### src/design/onewire_thermometer_sequencer_top_defines.svh
// Assertion macros shared by the one-wire thermometer sequencer RTL.
// Depends on nothing; included by modules that carry assertions.
`ifndef ONEWIRE_THERMOMETER_SEQUENCER_TOP_DEFINES_SVH
`define ONEWIRE_THERMOMETER_SEQUENCER_TOP_DEFINES_SVH

// Same-cycle implication, disabled during reset.
`define OWS_ASSERT_NOW(label, ante, cons, msg) \
    label: assert property (@(posedge clk) disable iff (!rst_n) (ante) |-> (cons)) \
        else $error(msg);

// Next-cycle implication, disabled during reset.
`define OWS_ASSERT_NEXT(label, ante, cons, msg) \
    label: assert property (@(posedge clk) disable iff (!rst_n) (ante) |=> (cons)) \
        else $error(msg);

`endif

### src/design/ows_pkg.sv
// Types and constants of the one-wire thermometer sequencer.
// Depends on nothing; used by ows_ctrl, ows_datapath and the top module.
package ows_pkg;

    typedef enum logic [3:0] {
        SQ_RESET1  = 4'd0,
        SQ_SKIP1   = 4'd1,
        SQ_CONVERT = 4'd2,
        SQ_RESET2  = 4'd3,
        SQ_SKIP2   = 4'd4,
        SQ_READSP  = 4'd5,
        SQ_RDLO    = 4'd6,
        SQ_RDHI    = 4'd7,
        SQ_HELD    = 4'd8,
        SQ_RESTART = 4'd9
    } seq_t;

    typedef enum logic [1:0] {
        ST_IDLE,
        ST_SORT,
        ST_FINISH,
        ST_OUT
    } ctrl_state_t;

    typedef enum logic [2:0] {
        REG_SAMPLE_PERIOD = 3'd0,
        REG_DISCARD_COUNT = 3'd1,
        REG_LOW_LIMIT     = 3'd2,
        REG_HIGH_LIMIT    = 3'd3,
        REG_FAIL_LIMIT    = 3'd4
    } cfg_reg_t;

    localparam int CFG_IDX_W  = 3;
    localparam int CFG_DATA_W = 16;
    localparam int DELAY_W    = 24;
    localparam int TEMP_W     = 16;

    localparam logic [7:0] OW_SKIP_ROM = 8'hCC;
    localparam logic [7:0] OW_CONVERT  = 8'h44;
    localparam logic [7:0] OW_READ_SP  = 8'hBE;
    localparam logic [7:0] OW_MSB_SET  = 8'h80;

    localparam logic [23:0] D_RESET_HIGH = 24'd10000;
    localparam logic [23:0] D_RESET_LOW  = 24'd600;
    localparam logic [23:0] D_PRES_WAIT  = 24'd65;
    localparam logic [23:0] D_PRES_TAIL  = 24'd480;
    localparam logic [23:0] D_SLOT_EDGE  = 24'd10;
    localparam logic [23:0] D_SLOT_BIT   = 24'd60;
    localparam logic [23:0] D_READ_LOW   = 24'd1;
    localparam logic [23:0] D_SHORT      = 24'd2000;
    localparam logic [23:0] D_REJECT     = 24'd10000;
    localparam logic [23:0] D_RETRY      = 24'd50000;
    localparam logic [9:0]  US_PER_MS    = 10'd1000;

    typedef struct packed {
        logic step_en;
        logic sort_en;
        logic finish_en;
    } dp_cmd_t;

    typedef struct packed {
        logic start_sort;
        logic sort_last;
    } dp_status_t;

endpackage

### src/design/ows_in_if.sv
// Input channel of the sequencer: timer tick or host take, with line level.
// Depends on nothing.
interface ows_in_if;
    logic valid;
    logic ready;
    logic cmd;
    logic line_level;
    modport source (output valid, output cmd, output line_level, input ready);
    modport sink (input valid, input cmd, input line_level, output ready);
endinterface

### src/design/ows_out_if.sv
// Output channel of the sequencer: line drive, delay and held median.
// Depends on nothing.
interface ows_out_if;
    logic        valid;
    logic        ready;
    logic        drive_enable;
    logic        drive_level;
    logic [23:0] delay_us;
    logic        result_ready;
    logic signed [15:0] temperature;
    logic        sensor_failed;
    modport source (output valid, output drive_enable, output drive_level, output delay_us,
                    output result_ready, output temperature, output sensor_failed,
                    input ready);
    modport sink (input valid, input drive_enable, input drive_level, input delay_us,
                  input result_ready, input temperature, input sensor_failed,
                  output ready);
endinterface

### src/design/ows_ctrl.sv
// Controller of the sequencer: accepts beats, runs the median sort, hands out results.
// Depends on ows_pkg and the assertion macro header.
`include "onewire_thermometer_sequencer_top_defines.svh"

module ows_ctrl (
    input  logic                clk,
    input  logic                rst_n,
    input  logic                in_valid,
    output logic                in_ready,
    output logic                out_valid,
    input  logic                out_ready,
    input  ows_pkg::dp_status_t status,
    output ows_pkg::dp_cmd_t    cmd
);

    ows_pkg::ctrl_state_t state_reg, state_next;

    always_ff @(posedge clk or negedge rst_n)
    begin
        if (!rst_n)
        begin
            state_reg <= ows_pkg::ST_IDLE;
        end
        else
        begin
            state_reg <= state_next;
        end
    end

    always_comb
    begin
        state_next    = state_reg;
        in_ready      = 1'b0;
        out_valid     = 1'b0;
        cmd.step_en   = 1'b0;
        cmd.sort_en   = 1'b0;
        cmd.finish_en = 1'b0;
        unique case (state_reg)
            ows_pkg::ST_IDLE:
            begin
                in_ready = 1'b1;
                if (in_valid)
                begin
                    cmd.step_en = 1'b1;
                    state_next  = status.start_sort ? ows_pkg::ST_SORT : ows_pkg::ST_OUT;
                end
            end
            ows_pkg::ST_SORT:
            begin
                cmd.sort_en = 1'b1;
                if (status.sort_last)
                begin
                    state_next = ows_pkg::ST_FINISH;
                end
            end
            ows_pkg::ST_FINISH:
            begin
                cmd.finish_en = 1'b1;
                state_next    = ows_pkg::ST_OUT;
            end
            ows_pkg::ST_OUT:
            begin
                out_valid = 1'b1;
                if (out_ready)
                begin
                    state_next = ows_pkg::ST_IDLE;
                end
            end
            default:
            begin
                state_next = ows_pkg::ST_IDLE;
            end
        endcase
    end

    `OWS_ASSERT_NEXT(a_accept_leaves_idle, in_valid && in_ready, state_reg != ows_pkg::ST_IDLE, "accepted beat did not start work")
    `OWS_ASSERT_NEXT(a_sort_ends, state_reg == ows_pkg::ST_SORT && status.sort_last, state_reg == ows_pkg::ST_FINISH, "sort did not finish")
    `OWS_ASSERT_NEXT(a_finish_to_out, cmd.finish_en, out_valid, "median not presented after finish")
    `OWS_ASSERT_NOW(a_one_cmd, 1'b1, !(cmd.step_en && (cmd.sort_en || cmd.finish_en)), "overlapping datapath commands")

endmodule

### src/design/ows_datapath.sv
// Datapath of the sequencer: bus phase rules, counters, reading store and sorter.
// Depends on ows_pkg.
module ows_datapath #(
    parameter int MEDIAN_DEPTH = 9
) (
    input  logic                clk,
    input  logic                rst_n,
    input  ows_pkg::dp_cmd_t    cmd,
    output ows_pkg::dp_status_t status,
    input  logic                in_cmd,
    input  logic                in_line,
    input  logic                cfg_we,
    input  logic [ows_pkg::CFG_IDX_W-1:0]  cfg_index,
    input  logic [ows_pkg::CFG_DATA_W-1:0] cfg_data,
    output logic                drive_enable,
    output logic                drive_level,
    output logic [ows_pkg::DELAY_W-1:0] delay_us,
    output logic                result_ready,
    output logic signed [ows_pkg::TEMP_W-1:0] temperature,
    output logic                sensor_failed
);

    localparam int CNT_W   = $clog2(MEDIAN_DEPTH + 1);
    localparam int IDX_W   = (MEDIAN_DEPTH > 1) ? $clog2(MEDIAN_DEPTH) : 1;
    localparam int MID_HI  = MEDIAN_DEPTH / 2;
    localparam int MID_LO  = (MEDIAN_DEPTH > 1) ? MEDIAN_DEPTH / 2 - 1 : 0;
    localparam logic [CNT_W-1:0] DEPTH_C = CNT_W'(MEDIAN_DEPTH);

    logic [13:0] period_reg;
    logic [7:0]  discard_limit_reg;
    logic signed [15:0] low_limit_reg;
    logic signed [15:0] high_limit_reg;
    logic [7:0]  fail_limit_reg;

    ows_pkg::seq_t seq_reg, seq_next;
    logic [2:0] phase_reg, phase_next;
    logic [3:0] bit_reg, bit_next;
    logic [7:0] shift_reg, shift_next;
    logic [7:0] low_reg, low_next;
    logic [7:0] disc_reg, disc_next;
    logic [7:0] fail_reg, fail_next;
    logic [CNT_W-1:0] cnt_reg, cnt_next;
    logic [CNT_W-1:0] pass_reg;
    logic signed [15:0] held_reg;
    logic signed [15:0] store_reg [MEDIAN_DEPTH];

    logic        en, lvl, failed, rdy, wr, start_sort;
    logic [23:0] d;
    logic [2:0]  ph;
    logic [3:0]  bc;
    logic [7:0]  code, sb;
    logic [8:0]  f;
    logic [13:0] per;
    logic signed [15:0] raw;
    logic signed [16:0] mid_sum;
    logic signed [15:0] median;

    assign raw = {shift_reg, low_reg};

    always_comb
    begin
        seq_next   = seq_reg;
        phase_next = phase_reg;
        bit_next   = bit_reg;
        shift_next = shift_reg;
        low_next   = low_reg;
        disc_next  = disc_reg;
        fail_next  = fail_reg;
        cnt_next   = cnt_reg;
        en         = 1'b1;
        lvl        = 1'b1;
        d          = ows_pkg::D_SHORT;
        failed     = 1'b0;
        wr         = 1'b0;
        start_sort = 1'b0;
        ph         = (phase_reg > 3'd4) ? 3'd0 : phase_reg;
        bc         = 4'd0;
        code       = ows_pkg::OW_SKIP_ROM;
        sb         = 8'd0;
        f          = {1'b0, fail_reg} + 9'd1;
        per        = (period_reg == 14'd0) ? 14'd1 : period_reg;
        if (in_cmd)
        begin
            en  = 1'b0;
            lvl = 1'b0;
            d   = '0;
            if (seq_reg == ows_pkg::SQ_HELD)
            begin
                seq_next = ows_pkg::SQ_RESTART;
            end
        end
        else
        begin
            case (seq_reg)
                ows_pkg::SQ_RESET1, ows_pkg::SQ_RESET2:
                begin
                    case (ph)
                        3'd0:
                        begin
                            d = ows_pkg::D_RESET_HIGH;
                            phase_next = 3'd1;
                        end
                        3'd1:
                        begin
                            lvl = 1'b0;
                            d = ows_pkg::D_RESET_LOW;
                            phase_next = 3'd2;
                        end
                        3'd2:
                        begin
                            en = 1'b0;
                            d = ows_pkg::D_PRES_WAIT;
                            phase_next = 3'd3;
                        end
                        3'd3:
                        begin
                            if (!in_line)
                            begin
                                en = 1'b0;
                                d = ows_pkg::D_PRES_TAIL;
                                phase_next = 3'd4;
                            end
                            else
                            begin
                                d = ows_pkg::D_RETRY;
                                if (f > {1'b0, fail_limit_reg})
                                begin
                                    failed = 1'b1;
                                    fail_next = 8'd0;
                                end
                                else
                                begin
                                    fail_next = f[7:0];
                                end
                                seq_next   = ows_pkg::SQ_RESET1;
                                phase_next = 3'd0;
                                bit_next   = 4'd0;
                                disc_next  = 8'd0;
                                cnt_next   = '0;
                            end
                        end
                        default:
                        begin
                            d = ows_pkg::D_SLOT_EDGE;
                            phase_next = 3'd0;
                            bit_next   = 4'd0;
                            fail_next  = 8'd0;
                            seq_next   = (seq_reg == ows_pkg::SQ_RESET1) ?
                                         ows_pkg::SQ_SKIP1 : ows_pkg::SQ_SKIP2;
                        end
                    endcase
                end
                ows_pkg::SQ_SKIP1, ows_pkg::SQ_CONVERT, ows_pkg::SQ_SKIP2, ows_pkg::SQ_READSP:
                begin
                    code = (seq_reg == ows_pkg::SQ_CONVERT) ? ows_pkg::OW_CONVERT :
                           (seq_reg == ows_pkg::SQ_READSP) ? ows_pkg::OW_READ_SP :
                           ows_pkg::OW_SKIP_ROM;
                    bc = (bit_reg > 4'd2) ? 4'd0 : bit_reg;
                    if (bc == 4'd0)
                    begin
                        lvl = 1'b0;
                        d = ows_pkg::D_SLOT_EDGE;
                        bit_next = 4'd1;
                    end
                    else if (bc == 4'd1)
                    begin
                        lvl = code[phase_reg];
                        d = ows_pkg::D_SLOT_BIT;
                        bit_next = 4'd2;
                    end
                    else
                    begin
                        d = ows_pkg::D_SLOT_EDGE;
                        bit_next = 4'd0;
                        if (phase_reg == 3'd7)
                        begin
                            phase_next = 3'd0;
                            seq_next = (seq_reg == ows_pkg::SQ_SKIP1) ? ows_pkg::SQ_CONVERT :
                                       (seq_reg == ows_pkg::SQ_CONVERT) ? ows_pkg::SQ_RESET2 :
                                       (seq_reg == ows_pkg::SQ_SKIP2) ? ows_pkg::SQ_READSP :
                                       ows_pkg::SQ_RDLO;
                        end
                        else
                        begin
                            phase_next = phase_reg + 3'd1;
                        end
                    end
                end
                ows_pkg::SQ_RDLO, ows_pkg::SQ_RDHI:
                begin
                    bc = (bit_reg > 4'd3) ? 4'd0 : bit_reg;
                    if (bc == 4'd0)
                    begin
                        sb = (phase_reg == 3'd0) ? 8'd0 : shift_reg;
                        shift_next = sb >> 1;
                        lvl = 1'b0;
                        d = ows_pkg::D_READ_LOW;
                        bit_next = 4'd1;
                    end
                    else if (bc == 4'd1)
                    begin
                        en = 1'b0;
                        d = ows_pkg::D_SLOT_EDGE;
                        bit_next = 4'd2;
                    end
                    else if (bc == 4'd2)
                    begin
                        if (in_line)
                        begin
                            shift_next = shift_reg | ows_pkg::OW_MSB_SET;
                        end
                        en = 1'b0;
                        d = ows_pkg::D_SLOT_BIT;
                        bit_next = 4'd3;
                    end
                    else
                    begin
                        d = ows_pkg::D_SLOT_EDGE;
                        bit_next = 4'd0;
                        if (phase_reg == 3'd7)
                        begin
                            phase_next = 3'd0;
                            if (seq_reg == ows_pkg::SQ_RDLO)
                            begin
                                low_next = shift_reg;
                                seq_next = ows_pkg::SQ_RDHI;
                            end
                            else if (disc_reg >= discard_limit_reg && raw > low_limit_reg
                                     && raw < high_limit_reg)
                            begin
                                wr = 1'b1;
                                d  = ows_pkg::D_SHORT;
                                if (cnt_reg + CNT_W'(1) >= DEPTH_C)
                                begin
                                    cnt_next   = '0;
                                    seq_next   = ows_pkg::SQ_HELD;
                                    start_sort = 1'b1;
                                end
                                else
                                begin
                                    cnt_next = cnt_reg + CNT_W'(1);
                                    seq_next = ows_pkg::SQ_RESTART;
                                end
                            end
                            else
                            begin
                                if (discard_limit_reg != 8'd0 && disc_reg != 8'd255)
                                begin
                                    disc_next = disc_reg + 8'd1;
                                end
                                seq_next = ows_pkg::SQ_RESTART;
                                d = ows_pkg::D_REJECT;
                            end
                        end
                        else
                        begin
                            phase_next = phase_reg + 3'd1;
                        end
                    end
                end
                ows_pkg::SQ_HELD:
                begin
                    d = ows_pkg::D_SHORT;
                end
                ows_pkg::SQ_RESTART:
                begin
                    if (disc_reg < discard_limit_reg || cnt_reg != '0)
                    begin
                        d = ows_pkg::D_SHORT;
                    end
                    else
                    begin
                        d = 24'(per) * 24'(ows_pkg::US_PER_MS);
                    end
                    seq_next   = ows_pkg::SQ_RESET1;
                    phase_next = 3'd0;
                    bit_next   = 4'd0;
                end
                default:
                begin
                    d = ows_pkg::D_RETRY;
                    seq_next   = ows_pkg::SQ_RESET1;
                    phase_next = 3'd0;
                    bit_next   = 4'd0;
                end
            endcase
        end
        rdy = in_cmd ? (seq_reg == ows_pkg::SQ_HELD) : (seq_next == ows_pkg::SQ_HELD);
    end

    assign status.start_sort = start_sort;
    assign status.sort_last  = (pass_reg >= DEPTH_C - CNT_W'(1));

    assign mid_sum = 17'(store_reg[MID_HI]) + 17'(store_reg[MID_LO]);
    assign median  = (MEDIAN_DEPTH % 2 == 1) ? store_reg[MID_HI] : mid_sum[16:1];

    always_ff @(posedge clk or negedge rst_n)
    begin
        if (!rst_n)
        begin
            period_reg        <= 14'd500;
            discard_limit_reg <= 8'd20;
            low_limit_reg     <= -16'sd880;
            high_limit_reg    <= 16'sd2000;
            fail_limit_reg    <= 8'd5;
            seq_reg           <= ows_pkg::SQ_RESET1;
            phase_reg         <= '0;
            bit_reg           <= '0;
            shift_reg         <= '0;
            low_reg           <= '0;
            disc_reg          <= '0;
            fail_reg          <= '0;
            cnt_reg           <= '0;
            pass_reg          <= '0;
            held_reg          <= '0;
        end
        else
        begin
            if (cfg_we)
            begin
                case (cfg_index)
                    ows_pkg::REG_SAMPLE_PERIOD: period_reg        <= cfg_data[13:0];
                    ows_pkg::REG_DISCARD_COUNT: discard_limit_reg <= cfg_data[7:0];
                    ows_pkg::REG_LOW_LIMIT:     low_limit_reg     <= cfg_data;
                    ows_pkg::REG_HIGH_LIMIT:    high_limit_reg    <= cfg_data;
                    ows_pkg::REG_FAIL_LIMIT:    fail_limit_reg    <= cfg_data[7:0];
                    default:                    ;
                endcase
            end
            if (cmd.step_en)
            begin
                seq_reg   <= seq_next;
                phase_reg <= phase_next;
                bit_reg   <= bit_next;
                shift_reg <= shift_next;
                low_reg   <= low_next;
                disc_reg  <= disc_next;
                fail_reg  <= fail_next;
                cnt_reg   <= cnt_next;
                pass_reg  <= '0;
            end
            if (cmd.sort_en)
            begin
                pass_reg <= pass_reg + CNT_W'(1);
            end
            if (cmd.finish_en)
            begin
                held_reg <= median;
            end
        end
    end

    always_ff @(posedge clk)
    begin
        if (cmd.step_en && wr)
        begin
            store_reg[cnt_reg[IDX_W-1:0]] <= raw;
        end
        else if (cmd.sort_en)
        begin
            for (int i = 0; i + 1 < MEDIAN_DEPTH; i++)
            begin
                if ((i % 2) == int'(pass_reg[0]) && store_reg[i] > store_reg[i + 1])
                begin
                    store_reg[i]     <= store_reg[i + 1];
                    store_reg[i + 1] <= store_reg[i];
                end
            end
        end
        if (cmd.step_en)
        begin
            drive_enable  <= en;
            drive_level   <= en & lvl;
            delay_us      <= d;
            result_ready  <= rdy;
            temperature   <= rdy ? held_reg : 16'sd0;
            sensor_failed <= failed;
        end
        else if (cmd.finish_en)
        begin
            temperature <= median;
        end
    end

endmodule

### src/design/onewire_thermometer_sequencer_top.sv
// One-wire thermometer sequencer: each input beat is a phase-timer tick carrying the
// sampled line level, or a host take of the held median; each beat yields one output beat
// with the line drive, the delay to the next tick and the held median. The result is
// offered the cycle after its beat is accepted, or, when the reading completes the store,
// after the sort and finish states, in which the odd-even transposition sorter runs one pass
// per cycle over the store. The input is ready again the cycle after the result is taken.
// One beat is in flight at a time. Depends on ows_pkg, ows_in_if, ows_out_if, ows_ctrl
// and ows_datapath.
module onewire_thermometer_sequencer_top #(
    parameter int MEDIAN_DEPTH = 9
) (
    input  logic clk,
    input  logic rst_n,
    ows_in_if.sink     in_ch,
    ows_out_if.source  out_ch,
    input  logic                               cfg_we,
    input  logic [ows_pkg::CFG_IDX_W-1:0]      cfg_index,
    input  logic [ows_pkg::CFG_DATA_W-1:0]     cfg_data
);

    ows_pkg::dp_cmd_t    cmd;
    ows_pkg::dp_status_t status;

    ows_ctrl u_ctrl (
        .clk       (clk),
        .rst_n     (rst_n),
        .in_valid  (in_ch.valid),
        .in_ready  (in_ch.ready),
        .out_valid (out_ch.valid),
        .out_ready (out_ch.ready),
        .status    (status),
        .cmd       (cmd)
    );

    ows_datapath #(
        .MEDIAN_DEPTH (MEDIAN_DEPTH)
    ) u_datapath (
        .clk           (clk),
        .rst_n         (rst_n),
        .cmd           (cmd),
        .status        (status),
        .in_cmd        (in_ch.cmd),
        .in_line       (in_ch.line_level),
        .cfg_we        (cfg_we),
        .cfg_index     (cfg_index),
        .cfg_data      (cfg_data),
        .drive_enable  (out_ch.drive_enable),
        .drive_level   (out_ch.drive_level),
        .delay_us      (out_ch.delay_us),
        .result_ready  (out_ch.result_ready),
        .temperature   (out_ch.temperature),
        .sensor_failed (out_ch.sensor_failed)
    );

endmodule
### src/flat_wrapper.sv
// flat-port wrapper written by rule: the top's interface ports become plain ports
module onewire_thermometer_sequencer_top_flat 
#(
    parameter int MEDIAN_DEPTH = 9
)
  (clk, rst_n, cfg_we, cfg_index, cfg_data, in_ch_valid, in_ch_cmd, in_ch_line_level, in_ch_ready, out_ch_valid, out_ch_drive_enable, out_ch_drive_level, out_ch_delay_us, out_ch_result_ready, out_ch_temperature, out_ch_sensor_failed, out_ch_ready);
  ows_in_if in_ch_i ();
  ows_out_if out_ch_i ();
  input  logic clk;
  input  logic rst_n;
  input  logic cfg_we;
  input  logic [ows_pkg::CFG_IDX_W-1:0] cfg_index;
  input  logic [ows_pkg::CFG_DATA_W-1:0] cfg_data;
  input wire logic [$bits(in_ch_i.valid)-1:0] in_ch_valid;
  input wire logic [$bits(in_ch_i.cmd)-1:0] in_ch_cmd;
  input wire logic [$bits(in_ch_i.line_level)-1:0] in_ch_line_level;
  output wire logic [$bits(in_ch_i.ready)-1:0] in_ch_ready;
  output wire logic [$bits(out_ch_i.valid)-1:0] out_ch_valid;
  output wire logic [$bits(out_ch_i.drive_enable)-1:0] out_ch_drive_enable;
  output wire logic [$bits(out_ch_i.drive_level)-1:0] out_ch_drive_level;
  output wire logic [$bits(out_ch_i.delay_us)-1:0] out_ch_delay_us;
  output wire logic [$bits(out_ch_i.result_ready)-1:0] out_ch_result_ready;
  output wire logic [$bits(out_ch_i.temperature)-1:0] out_ch_temperature;
  output wire logic [$bits(out_ch_i.sensor_failed)-1:0] out_ch_sensor_failed;
  input wire logic [$bits(out_ch_i.ready)-1:0] out_ch_ready;
  assign in_ch_i.valid = in_ch_valid;
  assign in_ch_i.cmd = in_ch_cmd;
  assign in_ch_i.line_level = in_ch_line_level;
  assign in_ch_ready = in_ch_i.ready;
  assign out_ch_valid = out_ch_i.valid;
  assign out_ch_drive_enable = out_ch_i.drive_enable;
  assign out_ch_drive_level = out_ch_i.drive_level;
  assign out_ch_delay_us = out_ch_i.delay_us;
  assign out_ch_result_ready = out_ch_i.result_ready;
  assign out_ch_temperature = out_ch_i.temperature;
  assign out_ch_sensor_failed = out_ch_i.sensor_failed;
  assign out_ch_i.ready = out_ch_ready;
  onewire_thermometer_sequencer_top #(.MEDIAN_DEPTH(MEDIAN_DEPTH)) u_core (.clk(clk), .rst_n(rst_n), .in_ch(in_ch_i), .out_ch(out_ch_i), .cfg_we(cfg_we), .cfg_index(cfg_index), .cfg_data(cfg_data));
endmodule
### config.mk
export PLATFORM = sky130hd
export DESIGN_NAME = onewire_thermometer_sequencer_top_flat
export DESIGN_NICKNAME = d
export VERILOG_FILES = /design/src/design/ows_pkg.sv /design/src/design/ows_in_if.sv /design/src/design/ows_out_if.sv /design/src/design/ows_ctrl.sv /design/src/design/ows_datapath.sv /design/src/design/onewire_thermometer_sequencer_top.sv /design/src/flat_wrapper.sv
export VERILOG_INCLUDE_DIRS = /design/src /design/src/design
export SDC_FILE = /design/constraint.sdc
export NUM_CORES = 1
export LEC_CHECK = 0
export ABC_AREA = 1
export BUFFER_PORTS_ARGS = -buffer_cell sky130_fd_sc_hd__buf_2
export CORE_ASPECT_RATIO = 1.4
export CORE_MARGIN = 5
export CORE_UTILIZATION = 55
export DETAILED_ROUTE_END_ITERATION = 7
export PLACE_DENSITY = 0.75
export RECOVER_POWER = 50
export SYNTH_ARGS = -nofsm -noshare
export SYNTH_HDL_FRONTEND = slang
export SYNTH_HIERARCHICAL = 1
export SYNTH_SLANG_ARGS = --single-unit
### constraint.sdc
create_clock -name clk -period 6.74 [get_ports clk]
set_clock_uncertainty 0.05 [all_clocks]
set_input_delay 1.348 -clock clk [delete_from_list [all_inputs] [get_ports clk]]
set_output_delay 1.348 -clock clk [all_outputs]
set_load 0.05 [all_outputs]
# Yosys cells after proc, flatten, opt, wreduce, memory -nomap -nowiden
# Memory sizes are Yosys's and may differ from the RTL's.
# Cells that the tools add are included.
# totals
regBits,175
ram_bits,144
inputBits,26
output_inout_bits,46
word_cells,338
n_memories,1
# memory_table
name,depth,width,rd,rd_ports_with_merged_regs,wr,line,rtl
u_core.u_datapath.store_reg,9,16,9,0,8,ows_datapath.sv:45,logic signed [15:0] store_reg [MEDIAN_DEPTH];
# op_classes
add_sub_neg,5
multipliers,1
magnitude_cmp,19
eq_ne,44
muxes,178
bitwise_logic,18
reduce_logical,49
# op_table
cell,n
$mux 16,13
$gt 16x16->1,9
$mux 8,17
$pmux 24 s5,1
$mux 4,27
$mux 14,7
$mux 1,73
$pmux 16 s4,1
$mux 3,11
$ne 2x2->1 const B,16
$pmux 4 s4,2
$pmux 8 s2,2
$reduce_or 16->1,2
$mux 24,1
$pmux 3 s4,2
$pmux 4 s2,3
$mul 14x7->21 const B,1
$mux 2,10
$eq 4x3->1 const B,4
$lt 16x16->1,1
$reduce_and 8->1,2
$logic_not 14->1,1
$eq 3x2->1 const B,4
$eq 4x1->1 const B,3
47 further kinds,101

# Depth between registers and ports, before layout
# logic_depth
depth_word,17
ltp_mapped,29

# By module
# Netlist, hierarchy kept.
# modules_own_cells
module,instances,cells_per_inst,area_each_um2,seq_area_each_um2
ows_datapath,1,2673,22188.8,8853.5
ows_ctrl,1,29,196.4,50.0

# Worst setup path before layout
# Ideal clock, no wire load.
# synth_path
path_type,input port to flip-flop
startpoint,input in_ch_valid
endpoint,"memory u_core.u_datapath.store_reg[8][0], enable pin"
arrival_ns,5.002
slack_ns,1.253
cell_stages,8
n_path_buf,2
cell_sequence,nand2_1 -> inv_1 -> inv_1 -> nor2_1 -> nand4_4 -> buf_6 -> buf_2 -> o41ai_1
# synth_rtl
item,line,rtl
start: declaration,flat_wrapper.sv:14,input wire logic [$bits(in_ch_i.valid)-1:0] in_ch_valid;
end: declaration,ows_datapath.sv:45,

# Worst setup path in the final report
# layout_path
startpoint,register u_core.u_datapath.period_reg[2]
endpoint,register u_core/u_datapath/delay_us[20] (netlist bit) (data pin)
# layout_via
elab_chain_cells,5
# layout_rtl
item,line,rtl
start: declaration,ows_datapath.sv:29,logic [13:0] period_reg;
start signal: assignment,ows_datapath.sv:322,ows_pkg::REG_SAMPLE_PERIOD: period_reg <= cfg_data[13:0];
$logic_not 14->1,ows_datapath.sv:81,per = (period_reg == 14'd0) ? 14'd1 : period_reg;
$mux 14 (*),ows_datapath.sv:81,
$mul 14x7->21 (*),ows_datapath.sv:273,d = 24'(per) * 24'(ows_pkg::US_PER_MS);
$mux 24 (*),ows_datapath.sv:267,if (disc_reg < discard_limit_reg || cnt_reg != '0)
$pmux 24 s5 (*),ows_datapath.sv:94,case (seq_reg)
end signal: assignment,ows_datapath.sv:374,delay_us <= d;
end: declaration,ows_datapath.sv:17,"output logic [ows_pkg::DELAY_W-1:0] delay_us,"
# Mark *: on every way between the ends. The rest lies on a longest branch, timed or not.
# A chain may end at the register's enable or synchronous reset.

==> impl_metrics.py <==
metrics = {
    "worst_setup_path": {
        "crit_fanout": 12,
        "crit_type": "register to register",
        "rr_worst_depth": 25,
        "rr_endpoint": "u_core/u_datapath/delay_us[20]",
        "required_ps": 6960,
        "cp.arrival_ps": 6120,
        "end_kind": "register",
        "ff2ff_setup_slack_ps": 840,
        "start_kind": "register",
        "r2r_start": "u_core/u_datapath/period_reg[2]",
    },
    "timing": {
        "worst_pin_slew_ps": 3398,
        "tns_ps": 0,
        "setup_slack_ps": 837.5,
        "slew_headroom": -1.265,
        "slew_violations": 191,
        "rsz0062_at_grt": "false",
        "min_period_ps": 5903,
        "clock.fmax_mhz": 169.4,
        "timing.final.crit_share": 0.8757,
        "final_hold_viol_count": 0,
        "setup_violations": 0,
    },
    "grt": {
        "antenna_found_initial": 0,
        "grt.total_usage": 0.2793,
        "grt_max_degree": 66,
        "grt_pass1_vias": 19270,
        "grt-ovfl-total": 0,
        "grt_pass1_wl_um": 100800,
    },
    "run_status": {
        "status": "finished, violations left",
        "violations": "max-capacitance violations, max-slew violations",
    },
    "power_and_ir_drop": {
        "pwr-share-seq": 0.291,
        "ir_drop_mv": 0.3421,
        "switchingPower_uw": 5118,
        "fin_total_pwr_uw": 10810,
        "internal-power_uw": 5695,
        "switching_share": 0.4733,
        "clockPowerShare": 0.179,
        "power_leakage_uw": 0.01168,
        "pwr-share-comb": 0.529,
        "power_density_mw_per_mm2": 447.1,
    },
    "die": {
        "io_pins": 72,
        "die_h_um": 248.7,
        "std_cell_rows": 87,
        "die_w_um": 180.5,
        "core_area_mm2": 0.04028,
        "initial_core_util": 0.5558,
        "dieArea_mm2": 0.04489,
    },
    "yosys": {
        "ys_warn_count": 6,
        "synth_edf_count": 188,
        "synth_ff_type": "edfxtp_1",
        "syn_inst": 2702,
        "syn_avg_cell_area_um2": 8.285,
        "ys_ff_latch": 317,
        "yosys.cell_types.count": 60,
        "synth_top_area_share": 0.2522,
        "synthesis.area_mm2": 0.02239,
        "synth_most_common_cell": "nand2_1",
        "synth_area_leaders": "edfxtp_1, ha_1, dfrtp_1",
        "yosys-top-cells-count": "nand2_1, inv_1, ha_1",
        "synth_fp_nets": 3021,
        "yosys.area.top_type": "edfxtp_1",
        "yosysSeqAreaShare": 0.3977,
        "synth-async-reset-ratio": 0.4069,
    },
    "routing": {
        "final_antenna_net_count": 0,
        "vias": 19220,
        "wl_per_cell_um": 19.54,
        "vias_per_cell": 5.822,
        "drt-total-wl_um": 64510,
        "firstDrtPassIters": 6,
        "drtIter0Drc": 1802,
        "drc": 0,
    },
    "clock_network": {
        "holdBufCountCts": 0,
        "insertion_delay_ps": 530,
        "cts_resized": 0,
        "cts-root-buf": "clkbuf_16",
        "numCtsBuffers": 36,
        "clk_transition_reported_paths_ps": 60,
        "cts_tree": "built",
        "h-tree-depth": 2,
        "max-clock-path-buffers": 3,
        "tritoncts_num_sinks": 317,
        "postCtsSetupRepairBufs": 0,
    },
    "placement": {
        "place_hpwl_um": 47600,
        "port_buffers": 71,
        "routabilityCongestion": 0.9744,
        "dp_slack_ps": 897.7,
    },
    "worst_hold_path": {
        "hold_end": "u_core/u_datapath/fail_limit_reg[6]",
        "hp-class": "register to register",
        "whs_path_depth": 2,
        "min-delay-start": "u_core/u_datapath/fail_limit_reg[6]",
    },
    "cells_and_area": {
        "layout.nets": 3059,
        "final_util": 0.6005,
        "largest_reg_flops": 144,
        "area_growth_pct": 8.043,
        "post_route_cells_drive_above_1_share": 0.05712,
    },
    "run": {
        "cap_violations": 4,
    },
}
logic make-up after synthesis:
family / share of synthesized area
AO/OA/AOI/OAI: 0.1374
multiplexers: 0.001006
AND/OR/NAND/NOR: 0.1789
flip-flops: 0.3977
buffers and inverters: 0.09737
XOR/XNOR: 0.009390
adder cells (fa/ha/maj): 0.1782
layout make-up:
cell class              instances  area [um2]
flip-flops and latches        317        8904
well taps                     534       668.1
clock inverters                16       127.6
multi-input cells            1831       11290
diodes                          1       2.502
inverters                     465        1749
repair buffers                 89       411.6
fillers                      3524       16090
clock buffers                  48        1028
through the flow:
stage          cell area, um2  hold slack [ps]  cells
5_1_grt                 24180            463.2   3300
4_1_cts                 24280            440.6   3300
6_report                24190            438.6   3301
3_3_place_gp            23130            417.7   3236
2_1_floorplan           22390            403.0   2702
3_5_place_dp            23130            425.7   3236
power by group through the flow:
stage / Combinational [uW] / Sequential (uW) / Clock [uW]
3_5_place_dp: 5640 / 3160 / 0
2_1_floorplan: 4030 / 3270 / 0
5_1_grt: 6440 / 3180 / 2040
6_report: 5720 / 3150 / 1940
3_3_place_gp: 5420 / 3150 / 0
4_1_cts: 5680 / 3130 / 1970
layout by cell type (no fill, tap or decap), types with 39 or more instances in the layout:
cell type  synthesis  final
nand3_1          127    127
ha_1             250    250
nand2_1          566    567
edfxtp_1         188    188
inv_1            453    454
o21ai_0          233    227
o211ai_1          39     39
dfrtp_1          105    105
nor2_1           171    174
o21ai_1           45     51
fa_1              43     43
clkbuf_1          46     59
a21oi_1          168    168
metal layers:
metal,part of all wire,vias to the layer above,track usage
li1,-,9047,-
met4,0.080,0,0.1874
met1,0.35,9050,0.3057
met5,0,-,0
met2,0.50,815,0.4977
met3,0.071,306,0.04207
how the worst max path moves through the flow:
stage	from	to	cells after the start
global placement	u_core/u_datapath/period_reg[2]	u_core/u_datapath/delay_us[20]	25
floorplan	in_ch_valid	u_core/u_datapath/store_reg[8][0]	8
finish	u_core/u_datapath/period_reg[2]	u_core/u_datapath/delay_us[20]	25
detailed placement	u_core/u_datapath/period_reg[2]	u_core/u_datapath/delay_us[20]	25
CTS	u_core/u_datapath/period_reg[2]	u_core/u_datapath/delay_us[20]	25
global route	u_core/u_datapath/period_reg[2]	u_core/u_datapath/delay_us[20]	25
critical path, cell delays in order, from the launching register on:
cell,delay (ps)
dfstp_2,540
inv_1,80
ha_1,220
nand2_1,70
nor3_1,40
nand2_1,100
inv_1,180
nor2_1,310
inv_1,140
fa_1,470
fa_1,510
inv_1,50
fa_1,490
inv_1,50
fa_1,490
inv_1,40
ha_1,360
a21o_1,210
a31oi_1,170
nand2_1,130
a21boi_0,310
o21ai_0,220
nand3_1,110
nand2_1,70
o21ai_0,180
a21oi_1,60
Note: power is estimated with default switching activity, not from simulation.
